===== src/sv/jdc_pkg.sv =====
// jdc_pkg: shared widths, calendar constants and helpers for the julian day
// to calendar converter. No dependencies; compile before everything else.
`default_nettype none

package jdc_pkg;

  // transaction field widths
  localparam int JD_W    = 54;
  localparam int YEAR_W  = 14;
  localparam int MONTH_W = 4;
  localparam int MDAY_W  = 5;
  localparam int HOUR_W  = 5;
  localparam int MIN_W   = 6;
  localparam int SEC_W   = 6;
  localparam int SUB_W   = 16;

  localparam int FRACTION_BITS_DEF = 32;

  // calendar constants, decimal ratios written as exact integers
  localparam int GREG_START     = 2299161;
  localparam int ALPHA_OFS      = 7468865;
  localparam int ALPHA_DIV      = 146097;
  localparam int B_OFS          = 1524;
  localparam int C_OFS          = 2442;
  localparam int C_DIV          = 7305;
  localparam int D_MUL          = 1461;
  localparam int E_MUL          = 10000;
  localparam int E_DIV          = 306001;
  localparam int YEAR_OFS_LATE  = 4716;
  localparam int YEAR_OFS_EARLY = 4715;
  localparam int E_MONTH_WRAP   = 14;
  localparam int MONTH_OFS_LO   = 1;
  localparam int MONTH_OFS_HI   = 13;
  localparam int MONTH_FEB      = 2;

  // time of day constants
  localparam int SEC_PER_DAY  = 86400;
  localparam int SEC_PER_HOUR = 3600;
  localparam int SEC_PER_MIN  = 60;
  localparam int SPD_W        = 17;

  // day within the shifted year (b - d) stays in 123..488
  localparam int BD_W     = 9;
  localparam int E_W      = 4;
  localparam int E_NUM_W  = 23;

  // quotient bits resolved per divider pipeline stage
  localparam int DIV_BPS = 4;

  function automatic int cdiv_stages(input int nw, input int divisor);
    int qw;
    qw = nw - $clog2(divisor + 1) + 1;
    return (qw + DIV_BPS - 1) / DIV_BPS;
  endfunction

  // floor(30.6001 * e)
  function automatic logic [BD_W-1:0] month_start_days(input logic [E_W-1:0] e);
    logic [BD_W-1:0] days;
    unique case (e)
      4'd0:  days = 9'd0;
      4'd1:  days = 9'd30;
      4'd2:  days = 9'd61;
      4'd3:  days = 9'd91;
      4'd4:  days = 9'd122;
      4'd5:  days = 9'd153;
      4'd6:  days = 9'd183;
      4'd7:  days = 9'd214;
      4'd8:  days = 9'd244;
      4'd9:  days = 9'd275;
      4'd10: days = 9'd306;
      4'd11: days = 9'd336;
      4'd12: days = 9'd367;
      4'd13: days = 9'd397;
      4'd14: days = 9'd428;
      4'd15: days = 9'd459;
    endcase
    return days;
  endfunction

endpackage

`default_nettype wire


===== src/sv/jdc_ifs.sv =====
// jdc channel interfaces: julian date input and calendar result output,
// valid/ready handshake. Depends on jdc_pkg.
`default_nettype none

interface jdc_jd_if;
  import jdc_pkg::*;
  logic                valid;
  logic                ready;
  logic [JD_W-1:0]     julian_date;

  modport source (output valid, output julian_date, input ready);
  modport sink   (input valid, input julian_date, output ready);
endinterface

interface jdc_cal_if;
  import jdc_pkg::*;
  logic                      valid;
  logic                      ready;
  logic signed [YEAR_W-1:0]  year;
  logic [MONTH_W-1:0]        month;
  logic [MDAY_W-1:0]         day_of_month;
  logic [HOUR_W-1:0]         hour;
  logic [MIN_W-1:0]          minute;
  logic [SEC_W-1:0]          second;
  logic [SUB_W-1:0]          sub_second;

  modport source (output valid, output year, output month, output day_of_month,
                  output hour, output minute, output second, output sub_second,
                  input ready);
  modport sink   (input valid, input year, input month, input day_of_month,
                  input hour, input minute, input second, input sub_second,
                  output ready);
endinterface

`default_nettype wire


===== src/sv/jdc_cdiv.sv =====
// jdc_cdiv: pipelined restoring divider by a constant, DIV_BPS quotient bits
// per stage, with a side payload that travels alongside. Depends on jdc_pkg.
`default_nettype none

module jdc_cdiv #(
  parameter int  NW      = 24,
  parameter int  DIVISOR = 3,
  parameter int  SW      = 1,
  localparam int DW      = $clog2(DIVISOR + 1),
  localparam int QW      = NW - DW + 1
) (
  input  logic          clk_i,
  input  logic          en_i,
  input  logic [NW-1:0] dividend_i,
  input  logic [SW-1:0] side_i,
  output logic [QW-1:0] quot_o,
  output logic [DW-1:0] rem_o,
  output logic [SW-1:0] side_o
);
  import jdc_pkg::*;

  localparam int NS = cdiv_stages(NW, DIVISOR);

  logic [DW-1:0] rem_q  [NS];
  logic [NW-1:0] lo_q   [NS];
  logic [SW-1:0] side_q [NS];

  for (genvar s = 0; s < NS; s++) begin : g_stage
    logic [DW-1:0] rem_in;
    logic [DW-1:0] rem_nx;
    logic [NW-1:0] lo_in;
    logic [NW-1:0] lo_nx;
    logic [SW-1:0] side_in;

    if (s == 0) begin : g_load
      // top DW-1 bits start the remainder, the rest wait at the top of lo
      assign rem_in  = DW'(dividend_i >> QW);
      assign lo_in   = dividend_i << (DW - 1);
      assign side_in = side_i;
    end else begin : g_chain
      assign rem_in  = rem_q[s-1];
      assign lo_in   = lo_q[s-1];
      assign side_in = side_q[s-1];
    end

    always_comb begin
      logic [DW:0] trial;
      trial  = '0;
      rem_nx = rem_in;
      lo_nx  = lo_in;
      for (int k = 0; k < DIV_BPS; k++) begin
        if (s * DIV_BPS + k < QW) begin
          trial = {rem_nx, lo_nx[NW-1]};
          if (trial >= (DW+1)'(DIVISOR)) begin
            rem_nx = DW'(trial - (DW+1)'(DIVISOR));
            lo_nx  = {lo_nx[NW-2:0], 1'b1};
          end else begin
            rem_nx = trial[DW-1:0];
            lo_nx  = {lo_nx[NW-2:0], 1'b0};
          end
        end
      end
    end

    always_ff @(posedge clk_i) begin
      if (en_i) begin
        rem_q[s]  <= rem_nx;
        lo_q[s]   <= lo_nx;
        side_q[s] <= side_in;
      end
    end
  end

  assign quot_o = lo_q[NS-1][QW-1:0];
  assign rem_o  = rem_q[NS-1];
  assign side_o = side_q[NS-1];

endmodule

`default_nettype wire


===== src/sv/julian_day_to_calendar_core.sv =====
// julian_day_to_calendar_core: julian date (fixed point) to calendar date and
// time of day. Depends on jdc_pkg, jdc_ifs and jdc_cdiv.
//
// Usage:
//   jd_i carries one julian date per transaction, unsigned with FRACTION_BITS
//   fraction bits. cal_o returns one result per transaction: year, month,
//   day of month, hour, minute, second and sub-second, in input order.
//   Both channels complete a transaction when valid and ready are high at a
//   rising clock edge.
//   Throughput is one transaction per cycle while cal_o takes results. The
//   pipeline holds a chain of constant dividers (hour, minute, century
//   correction, year and month), each resolving four quotient bits per stage;
//   the number of divider stages grows with the number of integer bits.
//   The pipeline advances as a whole. When cal_o stalls, the output register
//   holds its result and the pipeline keeps taking transactions until its
//   last stage is full; only then does jd_i.ready drop.
//   Reset (rst_ni low) empties the pipeline and the output register; there is
//   no other state and nothing to configure.
`default_nettype none

module julian_day_to_calendar_core #(
  parameter int FRACTION_BITS = jdc_pkg::FRACTION_BITS_DEF
) (
  input  logic       clk_i,
  input  logic       rst_ni,
  jdc_jd_if.sink     jd_i,
  jdc_cal_if.source  cal_o
);
  import jdc_pkg::*;

  typedef struct packed {
    logic [HOUR_W-1:0] hour;
    logic [MIN_W-1:0]  minute;
    logic [SEC_W-1:0]  second;
    logic [SUB_W-1:0]  sub_second;
  } tod_t;

  localparam int FB    = FRACTION_BITS;
  localparam int XW    = JD_W + 1;
  localparam int ZW    = XW - FB;
  localparam int GW    = $clog2(GREG_START + 1);
  localparam int ZCW   = (ZW > GW) ? ZW : GW;
  localparam int NA    = ZCW + 2;
  localparam int QA    = NA - $clog2(ALPHA_DIV + 1) + 1;
  localparam int BW    = ZW + 1;
  localparam int NC    = BW + 5;
  localparam int QC    = NC - $clog2(C_DIV + 1) + 1;
  localparam int DPW   = QC + 11;
  localparam int DDW   = DPW - 2;
  localparam int SUBTW = (BW > DDW) ? BW : DDW;
  localparam int TW    = FB + SPD_W;
  localparam int HRW   = $clog2(SEC_PER_HOUR + 1);
  localparam int QH    = SPD_W - HRW + 1;
  localparam int MRW   = $clog2(SEC_PER_MIN + 1);
  localparam int QM    = HRW - MRW + 1;
  localparam int QE    = E_NUM_W - $clog2(E_DIV + 1) + 1;
  localparam int TODW  = $bits(tod_t);

  localparam int NS_H = cdiv_stages(SPD_W, SEC_PER_HOUR);
  localparam int NS_M = cdiv_stages(HRW, SEC_PER_MIN);
  localparam int NS_A = cdiv_stages(NA, ALPHA_DIV);
  localparam int NS_C = cdiv_stages(NC, C_DIV);
  localparam int NS_E = cdiv_stages(E_NUM_W, E_DIV);
  localparam int LAT  = 2 + NS_H + NS_M + NS_A + 2 + NS_C + 3 + NS_E;

  // handshake and valid tracking
  logic           en;
  logic           v_last;
  logic           out_load;
  logic [LAT-1:0] vld_q;
  logic           out_vld_q;

  assign v_last     = vld_q[LAT-1];
  assign out_load   = !out_vld_q || cal_o.ready;
  assign en         = out_load || !v_last;
  assign jd_i.ready = en;

  always_ff @(posedge clk_i or negedge rst_ni) begin
    if (!rst_ni) begin
      vld_q     <= '0;
      out_vld_q <= 1'b0;
    end else begin
      if (en) begin
        vld_q <= {vld_q[LAT-2:0], jd_i.valid};
      end
      if (out_load) begin
        out_vld_q <= v_last;
      end
    end
  end

  // stage 1: add half a day, split day number and fraction
  logic [XW-1:0] x;
  logic [ZW-1:0] z1_q;
  logic [FB-1:0] f1_q;

  assign x = XW'(jd_i.julian_date) + (XW'(1) << (FB - 1));

  // stage 2: fraction times seconds per day
  logic [ZW-1:0] z2_q;
  logic [TW-1:0] t2_q;

  always_ff @(posedge clk_i) begin
    if (en) begin
      z1_q <= x[XW-1:FB];
      f1_q <= x[FB-1:0];
      z2_q <= z1_q;
      t2_q <= TW'(f1_q) * TW'(SEC_PER_DAY);
    end
  end

  // hours
  logic [QH-1:0]          hq;
  logic [HRW-1:0]         hr;
  logic [ZW-1:0]          z_h;
  logic [SUB_W-1:0]       sub_h;

  jdc_cdiv #(
    .NW      (SPD_W),
    .DIVISOR (SEC_PER_HOUR),
    .SW      (ZW + SUB_W)
  ) u_div_hour (
    .clk_i      (clk_i),
    .en_i       (en),
    .dividend_i (t2_q[TW-1:FB]),
    .side_i     ({z2_q, t2_q[FB-1 -: SUB_W]}),
    .quot_o     (hq),
    .rem_o      (hr),
    .side_o     ({z_h, sub_h})
  );

  // minutes and seconds
  logic [QM-1:0]     mq;
  logic [MRW-1:0]    mr;
  logic [ZW-1:0]     z_m;
  logic [SUB_W-1:0]  sub_m;
  logic [HOUR_W-1:0] hour_m;
  tod_t              tod_m;
  logic              greg_m;
  logic [NA-1:0]     alpha_num;

  jdc_cdiv #(
    .NW      (HRW),
    .DIVISOR (SEC_PER_MIN),
    .SW      (ZW + SUB_W + HOUR_W)
  ) u_div_min (
    .clk_i      (clk_i),
    .en_i       (en),
    .dividend_i (hr),
    .side_i     ({z_h, sub_h, HOUR_W'(hq)}),
    .quot_o     (mq),
    .rem_o      (mr),
    .side_o     ({z_m, sub_m, hour_m})
  );

  always_comb begin
    tod_m.hour       = hour_m;
    tod_m.minute     = MIN_W'(mq);
    tod_m.second     = SEC_W'(mr);
    tod_m.sub_second = sub_m;
  end

  // gregorian century correction
  assign greg_m    = ZCW'(z_m) >= ZCW'(GREG_START);
  assign alpha_num = greg_m ? (NA'(z_m) << 2) - NA'(ALPHA_OFS) : '0;

  logic [QA-1:0] qa;
  logic [ZW-1:0] z_a;
  logic          greg_a;
  tod_t          tod_a;

  jdc_cdiv #(
    .NW      (NA),
    .DIVISOR (ALPHA_DIV),
    .SW      (ZW + 1 + TODW)
  ) u_div_alpha (
    .clk_i      (clk_i),
    .en_i       (en),
    .dividend_i (alpha_num),
    .side_i     ({z_m, greg_m, tod_m}),
    .quot_o     (qa),
    .rem_o      (),
    .side_o     ({z_a, greg_a, tod_a})
  );

  // stage 3: b, stage 4: numerator of the year division
  logic [BW-1:0] b3_d;
  logic [BW-1:0] b3_q;
  tod_t          tod3_q;
  logic [NC-1:0] nc4_q;
  logic [BW-1:0] b4_q;
  tod_t          tod4_q;

  assign b3_d = greg_a ? BW'(z_a) + BW'(qa) - BW'(qa >> 2) + BW'(B_OFS + 1)
                       : BW'(z_a) + BW'(B_OFS);

  always_ff @(posedge clk_i) begin
    if (en) begin
      b3_q   <= b3_d;
      tod3_q <= tod_a;
      nc4_q  <= (NC'(b3_q) << 4) + (NC'(b3_q) << 2) - NC'(C_OFS);
      b4_q   <= b3_q;
      tod4_q <= tod3_q;
    end
  end

  // year count c
  logic [QC-1:0] qc;
  logic [BW-1:0] b_c;
  tod_t          tod_c;

  jdc_cdiv #(
    .NW      (NC),
    .DIVISOR (C_DIV),
    .SW      (BW + TODW)
  ) u_div_year (
    .clk_i      (clk_i),
    .en_i       (en),
    .dividend_i (nc4_q),
    .side_i     ({b4_q, tod4_q}),
    .quot_o     (qc),
    .rem_o      (),
    .side_o     ({b_c, tod_c})
  );

  // stage 5: d = floor(1461 c / 4), stage 6: b - d, stage 7: times 10000
  logic [DPW-1:0]     dprod;
  logic [DDW-1:0]     d5_q;
  logic [BW-1:0]      b5_q;
  logic [YEAR_W-1:0]  c5_q;
  tod_t               tod5_q;
  logic [BD_W-1:0]    bd6_q;
  logic [YEAR_W-1:0]  c6_q;
  tod_t               tod6_q;
  logic [E_NUM_W-1:0] ne7_q;
  logic [BD_W-1:0]    bd7_q;
  logic [YEAR_W-1:0]  c7_q;
  tod_t               tod7_q;

  assign dprod = DPW'(qc) * DPW'(D_MUL);

  always_ff @(posedge clk_i) begin
    if (en) begin
      d5_q   <= dprod[DPW-1:2];
      b5_q   <= b_c;
      c5_q   <= YEAR_W'(qc);
      tod5_q <= tod_c;
      bd6_q  <= BD_W'(SUBTW'(b5_q) - SUBTW'(d5_q));
      c6_q   <= c5_q;
      tod6_q <= tod5_q;
      ne7_q  <= E_NUM_W'(E_NUM_W'(bd6_q) * E_NUM_W'(E_MUL));
      bd7_q  <= bd6_q;
      c7_q   <= c6_q;
      tod7_q <= tod6_q;
    end
  end

  // month index e
  logic [QE-1:0]     qe;
  logic [BD_W-1:0]   bd_e;
  logic [YEAR_W-1:0] c_e;
  tod_t              tod_e;

  jdc_cdiv #(
    .NW      (E_NUM_W),
    .DIVISOR (E_DIV),
    .SW      (BD_W + YEAR_W + TODW)
  ) u_div_month (
    .clk_i      (clk_i),
    .en_i       (en),
    .dividend_i (ne7_q),
    .side_i     ({bd7_q, c7_q, tod7_q}),
    .quot_o     (qe),
    .rem_o      (),
    .side_o     ({bd_e, c_e, tod_e})
  );

  // final date fields into the output register
  logic [E_W-1:0]     e;
  logic [MDAY_W-1:0]  mday_d;
  logic [MONTH_W-1:0] mon_d;
  logic [YEAR_W-1:0]  year_d;

  assign e      = E_W'(qe);
  assign mday_d = MDAY_W'(bd_e - month_start_days(e));
  assign mon_d  = (e < E_W'(E_MONTH_WRAP)) ? MONTH_W'(e - E_W'(MONTH_OFS_LO))
                                           : MONTH_W'(e - E_W'(MONTH_OFS_HI));
  assign year_d = (mon_d > MONTH_W'(MONTH_FEB)) ? c_e - YEAR_W'(YEAR_OFS_LATE)
                                                : c_e - YEAR_W'(YEAR_OFS_EARLY);

  logic [YEAR_W-1:0]  year_q;
  logic [MONTH_W-1:0] mon_q;
  logic [MDAY_W-1:0]  mday_q;
  tod_t               tod_q;

  always_ff @(posedge clk_i) begin
    if (out_load) begin
      year_q <= year_d;
      mon_q  <= mon_d;
      mday_q <= mday_d;
      tod_q  <= tod_e;
    end
  end

  assign cal_o.valid        = out_vld_q;
  assign cal_o.year         = $signed(year_q);
  assign cal_o.month        = mon_q;
  assign cal_o.day_of_month = mday_q;
  assign cal_o.hour         = tod_q.hour;
  assign cal_o.minute       = tod_q.minute;
  assign cal_o.second       = tod_q.second;
  assign cal_o.sub_second   = tod_q.sub_second;

endmodule

`default_nettype wire


===== src/flat_wrapper.sv =====
// flat-port wrapper written by rule: the top's interface ports become plain ports
module julian_day_to_calendar_core_flat import jdc_pkg::*;
#(
  parameter int FRACTION_BITS = jdc_pkg::FRACTION_BITS_DEF
)
  (clk_i, rst_ni, jd_i_valid, jd_i_julian_date, jd_i_ready, cal_o_valid, cal_o_year, cal_o_month, cal_o_day_of_month, cal_o_hour, cal_o_minute, cal_o_second, cal_o_sub_second, cal_o_ready);
  jdc_jd_if jd_i_i ();
  jdc_cal_if cal_o_i ();
  input  logic clk_i;
  input  logic rst_ni;
  input wire logic [$bits(jd_i_i.valid)-1:0] jd_i_valid;
  input wire logic [$bits(jd_i_i.julian_date)-1:0] jd_i_julian_date;
  output wire logic [$bits(jd_i_i.ready)-1:0] jd_i_ready;
  output wire logic [$bits(cal_o_i.valid)-1:0] cal_o_valid;
  output wire logic [$bits(cal_o_i.year)-1:0] cal_o_year;
  output wire logic [$bits(cal_o_i.month)-1:0] cal_o_month;
  output wire logic [$bits(cal_o_i.day_of_month)-1:0] cal_o_day_of_month;
  output wire logic [$bits(cal_o_i.hour)-1:0] cal_o_hour;
  output wire logic [$bits(cal_o_i.minute)-1:0] cal_o_minute;
  output wire logic [$bits(cal_o_i.second)-1:0] cal_o_second;
  output wire logic [$bits(cal_o_i.sub_second)-1:0] cal_o_sub_second;
  input wire logic [$bits(cal_o_i.ready)-1:0] cal_o_ready;
  assign jd_i_i.valid = jd_i_valid;
  assign jd_i_i.julian_date = jd_i_julian_date;
  assign jd_i_ready = jd_i_i.ready;
  assign cal_o_valid = cal_o_i.valid;
  assign cal_o_year = cal_o_i.year;
  assign cal_o_month = cal_o_i.month;
  assign cal_o_day_of_month = cal_o_i.day_of_month;
  assign cal_o_hour = cal_o_i.hour;
  assign cal_o_minute = cal_o_i.minute;
  assign cal_o_second = cal_o_i.second;
  assign cal_o_sub_second = cal_o_i.sub_second;
  assign cal_o_i.ready = cal_o_ready;
  julian_day_to_calendar_core #(.FRACTION_BITS(FRACTION_BITS)) u_core (.clk_i(clk_i), .rst_ni(rst_ni), .jd_i(jd_i_i), .cal_o(cal_o_i));
endmodule

===== config.mk =====
export PLATFORM = sky130hd
export DESIGN_NAME = julian_day_to_calendar_core_flat
export DESIGN_NICKNAME = d
export VERILOG_FILES = /design/src/sv/jdc_pkg.sv /design/src/sv/jdc_ifs.sv /design/src/sv/jdc_cdiv.sv /design/src/sv/julian_day_to_calendar_core.sv /design/src/flat_wrapper.sv
export SDC_FILE = /design/constraint.sdc
export NUM_CORES = 2
export LEC_CHECK = 0
export ABC_AREA = 0
export BUFFER_PORTS_ARGS = -buffer_cell sky130_fd_sc_hd__buf_2
export CORE_UTILIZATION = 64
export CTS_CLUSTER_DIAMETER = 80
export DETAILED_ROUTE_END_ITERATION = 12
export PLACE_DENSITY = 0.81
export REMOVE_ABC_BUFFERS = 1
export SLEW_MARGIN = 0
export SYNTH_ARGS = -nofsm -noshare
export SYNTH_HDL_FRONTEND = slang
export SYNTH_HIERARCHICAL = 1
export SYNTH_SLANG_ARGS = --single-unit

===== constraint.sdc =====
create_clock -name clk_i -period 76.3 [get_ports clk_i]
set_input_delay 11.445 -clock clk_i [delete_from_list [all_inputs] [get_ports clk_i]]
set_output_delay 11.445 -clock clk_i [all_outputs]
set_load 0.05 [all_outputs]

# Word-level counts from Yosys, hierarchy flattened
# Memory sizes are Yosys's and may differ from the RTL's. A register that Yosys moved wholly into a read port is not among the register bits.
# Index checks and enable logic that the tools add are counted.
classes:
  n_addsub: 57
  mul: 3
  magnitude_cmp: 46
  n_mux: 92
  n_reduce_logical: 4
op_table:
  columns: ["cell", "n"]
  rows:
  - ["greater-or-equal comparator 14 x 13 -> 1 bit (second input constant)", 16]
  - ["two-way mux 13 bit", 17]
  - ["subtractor 13 bit (second input constant)", 17]
  - ["two-way mux 18 bit", 8]
  - ["subtractor 18 bit (second input constant)", 8]
  - ["greater-or-equal comparator 19 x 18 -> 1 bit (second input constant)", 7]
  - ["two-way mux 19 bit", 5]
  - ["subtractor 19 bit (second input constant)", 5]
  - ["greater-or-equal comparator 20 x 19 -> 1 bit (second input constant)", 4]
  - ["two-way mux 12 bit", 6]
  - ["subtractor 12 bit (second input constant)", 6]
  - ["greater-or-equal comparator 13 x 12 -> 1 bit (second input constant)", 5]
  - ["adder 54 x 32 -> 55 bit (second input constant)", 1]
  - ["two-way mux 1 bit", 45]
  - ["greater-or-equal comparator 7 x 6 -> 1 bit (second input constant)", 6]
  - ["multiplier 32 x 10 -> 42 bit (second input constant)", 1]
  - ["two-way mux 6 bit", 7]
  - ["subtractor 6 bit (second input constant)", 7]
  - ["adder 28 x 26 -> 29 bit", 1]
  - ["subtractor 29 x 12 -> 29 bit (second input constant)", 1]
  - ["subtractor 14 x 13 -> 14 bit (second input constant)", 2]
  - ["two-way mux 25 bit", 1]
  - ["subtractor 25 x 23 -> 25 bit (second input constant)", 1]
  - ["adder 23 x 11 -> 24 bit (second input constant)", 1]
  - ["22 further kinds", 24]
word_totals:
  reg_bits: 494
  ram_bits: 1151
  rom_bits: 144
  input_bits: 58
  output_inout_bits: 58
  wordCells: 257
  n_memories: 16
memory_table:
  columns: ["memory", "words", "word_bits", "read_ports", "rd_clocked_by_memory_dff", "wr", "line_no", "source"]
  rows:
  - ["u_core.u_div_year.side_q", 5, 57, 5, 1, 5, "jdc_cdiv.sv:26", "logic [SW-1:0] side_q [NS];"]
  - ["u_core.u_div_year.lo_q", 5, 29, 5, 0, 5, "jdc_cdiv.sv:25", "logic [NW-1:0] lo_q [NS];"]
  - ["(name not given)", 16, 9, 1, 0, 0, "jdc_pkg.sv:59", "unique case (e)"]
  - ["u_core.u_div_alpha.side_q", 2, 57, 2, 0, 2, "jdc_cdiv.sv:26", null]
  - ["u_core.u_div_month.side_q", 2, 56, 2, 0, 2, "jdc_cdiv.sv:26", null]
  - ["u_core.u_div_min.side_q", 2, 44, 2, 0, 2, "jdc_cdiv.sv:26", null]
  - ["+10 memories", null, null, null, null, null, null, null]

# Logic depth before layout (Yosys ltp)
# An unclocked memory read counts as a cell.
depth:
  depth_word: 11
  ltp_mapped: 44
  mapped_depth_nobuf: 39

# By module
# Netlist, hierarchy kept.
by_module_without_submodules:
  columns: ["module", "n_inst", "cells_per_inst", "area_each_um2", "seq_area_each_um2"]
  rows:
  - ["julian_day_to_calendar_core", 1, 2126, 28564.9, 15539.9]
  - ["jdc_cdiv at u_core.u_div_year", 1, 1855, 22810.6, 13062.5]
  - ["jdc_cdiv at u_core.u_div_alpha", 1, 1185, 11781.3, 4984.8]
  - ["jdc_cdiv at u_core.u_div_month", 1, 732, 8823.5, 4804.6]
  - ["jdc_cdiv at u_core.u_div_hour", 1, 344, 5097.4, 3423.3]
  - ["jdc_cdiv at u_core.u_div_min", 1, 244, 4448.0, 3423.3]

# Worst setup path after synthesis
# Ideal clock, no wire load.
synth_path:
  path_type: "in2out"
  start: "in cal_o_ready"
  end: "out jd_i_ready"
  arrival_time_ns: 50.578
  required_time_ns: 64.855
  slack_ns: 14.277
  cell_stages: 2
  path_buffers: 1
  cell_sequence: "nand3b_1 > buf_1"
synth_between:
  elab_chain_len: 2
synth_rtl:
  columns: ["item", "line_no", "source"]
  rows:
  - ["start, declared", "flat_wrapper.sv:22", "input wire logic [$bits(cal_o_i.ready)-1:0] cal_o_ready;"]
  - ["logical OR 1 bit", "julian_day_to_calendar_core.sv:74", "assign out_load = !out_vld_q || cal_o.ready;"]
  - ["logical OR 1 bit", "julian_day_to_calendar_core.sv:75", "assign en = out_load || !v_last;"]
  - ["end, declared", "flat_wrapper.sv:13", "output wire logic [$bits(jd_i_i.ready)-1:0] jd_i_ready;"]
# No other way between the ends.

# Worst setup path in the final report
# Ends and elaborated chain as after synthesis.

==> impl_metrics.toml <==
[drt]
ant_nets = 0
drt-pass1-iter-count = 7
drt_wl_total_um = 144000
wl_per_cell_um = 18.2
drt-vias-per-instance = 6.11
drc_errors = 0
drt_iter0_drc = 3655
num_vias = 48300

[job]
cap_violations = 0

[worst_setup_path]
end_kind = "output pin"
r2r_cells = 34
cpMostUsedCell = "buf_2"
cp_top_family = "simple AND/OR/NAND/NOR gates"
r2r-start = "u_core/u_div_min/side_q[0][71]"
critPathLaunchType = "input pin"
required_ns = 64.86
rrSetupSlack_ns = 65.57
crit_fanout = 2
reg2reg_to = "u_core/u_div_alpha/rem_q[0][8]"
worst-path-buf-inv = 2
cp.arrival_ns = 12.84
max_stage_delay_ns = 0.76
cp_cell_sequence = "buf_2 -> nand3b_1 -> buf_2"
cpMaxStageDelayCell = "nand3b_1"
critical_path_class = "input pin to output pin"

[outcome]
run_status = "finished clean"

[timing]
finalMaxSlewViolations = 0
hold_viol = 0
rsz0062_at_grt = "no"
slew_headroom = 0.202
worstMarginPinSlew_ns = 1.19
fin_crit_ns = 24.29
setup_tns_ns = 0
finalSetupViolCount = 0
fin_crit_sh = 0.318
finalClockSkew_ns = 0.0294
fmax_mhz = 41.2

[final_layout]
multi_input_area_um2 = 32700
ff_latch_area_um2 = 40000
utilization = 0.702
drive_above_1_share = 0.103
diodes = 0
nNetsFinal = 6878
layout_commonest_cell = "edfxtp_1"
area_delta_synth_final_pct = 8.47
fill_cells = 7933
final_cell_mix = "1,316 x edfxtp_1, 466 x inv_1, 421 x ha_1"

[clocking]
clock_sinks = 1337
path_clk_slew_ns = 0.07
h-tree-depth = 4
worstSkewPairLatency_ns = 0.75
cts_resized = 0
cts_root_buf = "clkbuf_16"
cts_hold_buf = 0
cts_buffer_depth = 3
cts_made_buffers = 137
cts_tree = "done"
post_cts_buffers = 0

[min_path]
hp-start = "u_core/u_div_year/side_q[0][97]"
min_to = "u_core/u_div_year/side_q[0][154]"
min_path_cells = 0
hp-class = "flip-flop to flip-flop"

[place]
portBuffers = 115
hpwl_um = 98500
finalWeightedCongestion = 0.951

[logic_synthesis]
yosys_warnings = 6
synthesis.area_um2 = 75400
avgSynthCellArea_um2 = 12.2
synthCells = 6162

[global_routing]
grt_max_degree = 216
grt.met2_usage = 0.429
overflow = 0
grt_first_pass_wirelength_um = 238000
grt_pass1_vias = 47800
antenna_found_initial = 1
grt_use_total = 0.241
grtUsageMet3 = 0.0318
met1_usage = 0.304
grt.busiest_layer = "met2"

[floorplanning]
die_w_um = 345
start_util = 0.647
rows = 125
die_h_um = 345
coreArea_um2 = 117000
top_level_ports = 116
dieArea_um2 = 119000
## layout make-up
cell class                 instances  share of cell area
inverter                         481              0.0223
multi-input combinational       4186               0.400
timing repair buffer             143             0.00992
clock buffer                     153              0.0429
clock inverter                    93              0.0121
sequential                      1337               0.490
tap                             1524              0.0233
## state kept, by name (all words and copies together) (netlist names), 33 cells and up
signal	cells
u_core/tod7_q	33
u_core/tod6_q	33
u_core/u_div_year/rem_q	52
u_core/u_div_hour/side_q	78
u_core/u_div_month/side_q	104
u_core/tod3_q	33
u_core/tod5_q	33
u_core/u_div_year/side_q	210
u_core/t2_q	33
u_core/u_div_alpha/side_q	114
u_core/u_div_min/side_q	88
u_core/u_div_year/lo_q	70
u_core/tod4_q	33
## through the flow
stage / cells / setup slack (ns) / hold slack, ns / area, um^2
global placement: 7671 / 51.93 / 0.400 / 77300
finish: 7917 / 52.01 / 0.401 / 81800
detailed placement: 7671 / 51.95 / 0.405 / 77300
CTS: 7917 / 51.94 / 0.395 / 81800
global route: 7917 / 51.98 / 0.402 / 81800
floorplan: 6004 / 24.34 / 0.400 / 74500
## per-layer routing
layer | part of all wire | wire length, um
met1 | 0.42 | 60900
met2 | 0.50 | 72600
met3 | 0.047 | 6770
met4 | 0.025 | 3660
met5 | 0 | 0
## how the worst max path moves through the flow
stage	startpoint	endpoint	slack, ns	cells after the start
after global placement	cal_o_ready	jd_i_ready	51.93	3
after CTS	cal_o_ready	jd_i_ready	51.94	3
after global routing	cal_o_ready	jd_i_ready	51.98	3
final	cal_o_ready	jd_i_ready	52.01	3
after floorplan	cal_o_ready	jd_i_ready	24.34	1
after detailed placement	cal_o_ready	jd_i_ready	51.95	3
Power is not shown: default switching activity piles up to over one toggle a cycle in this logic, so the estimate is an artifact.
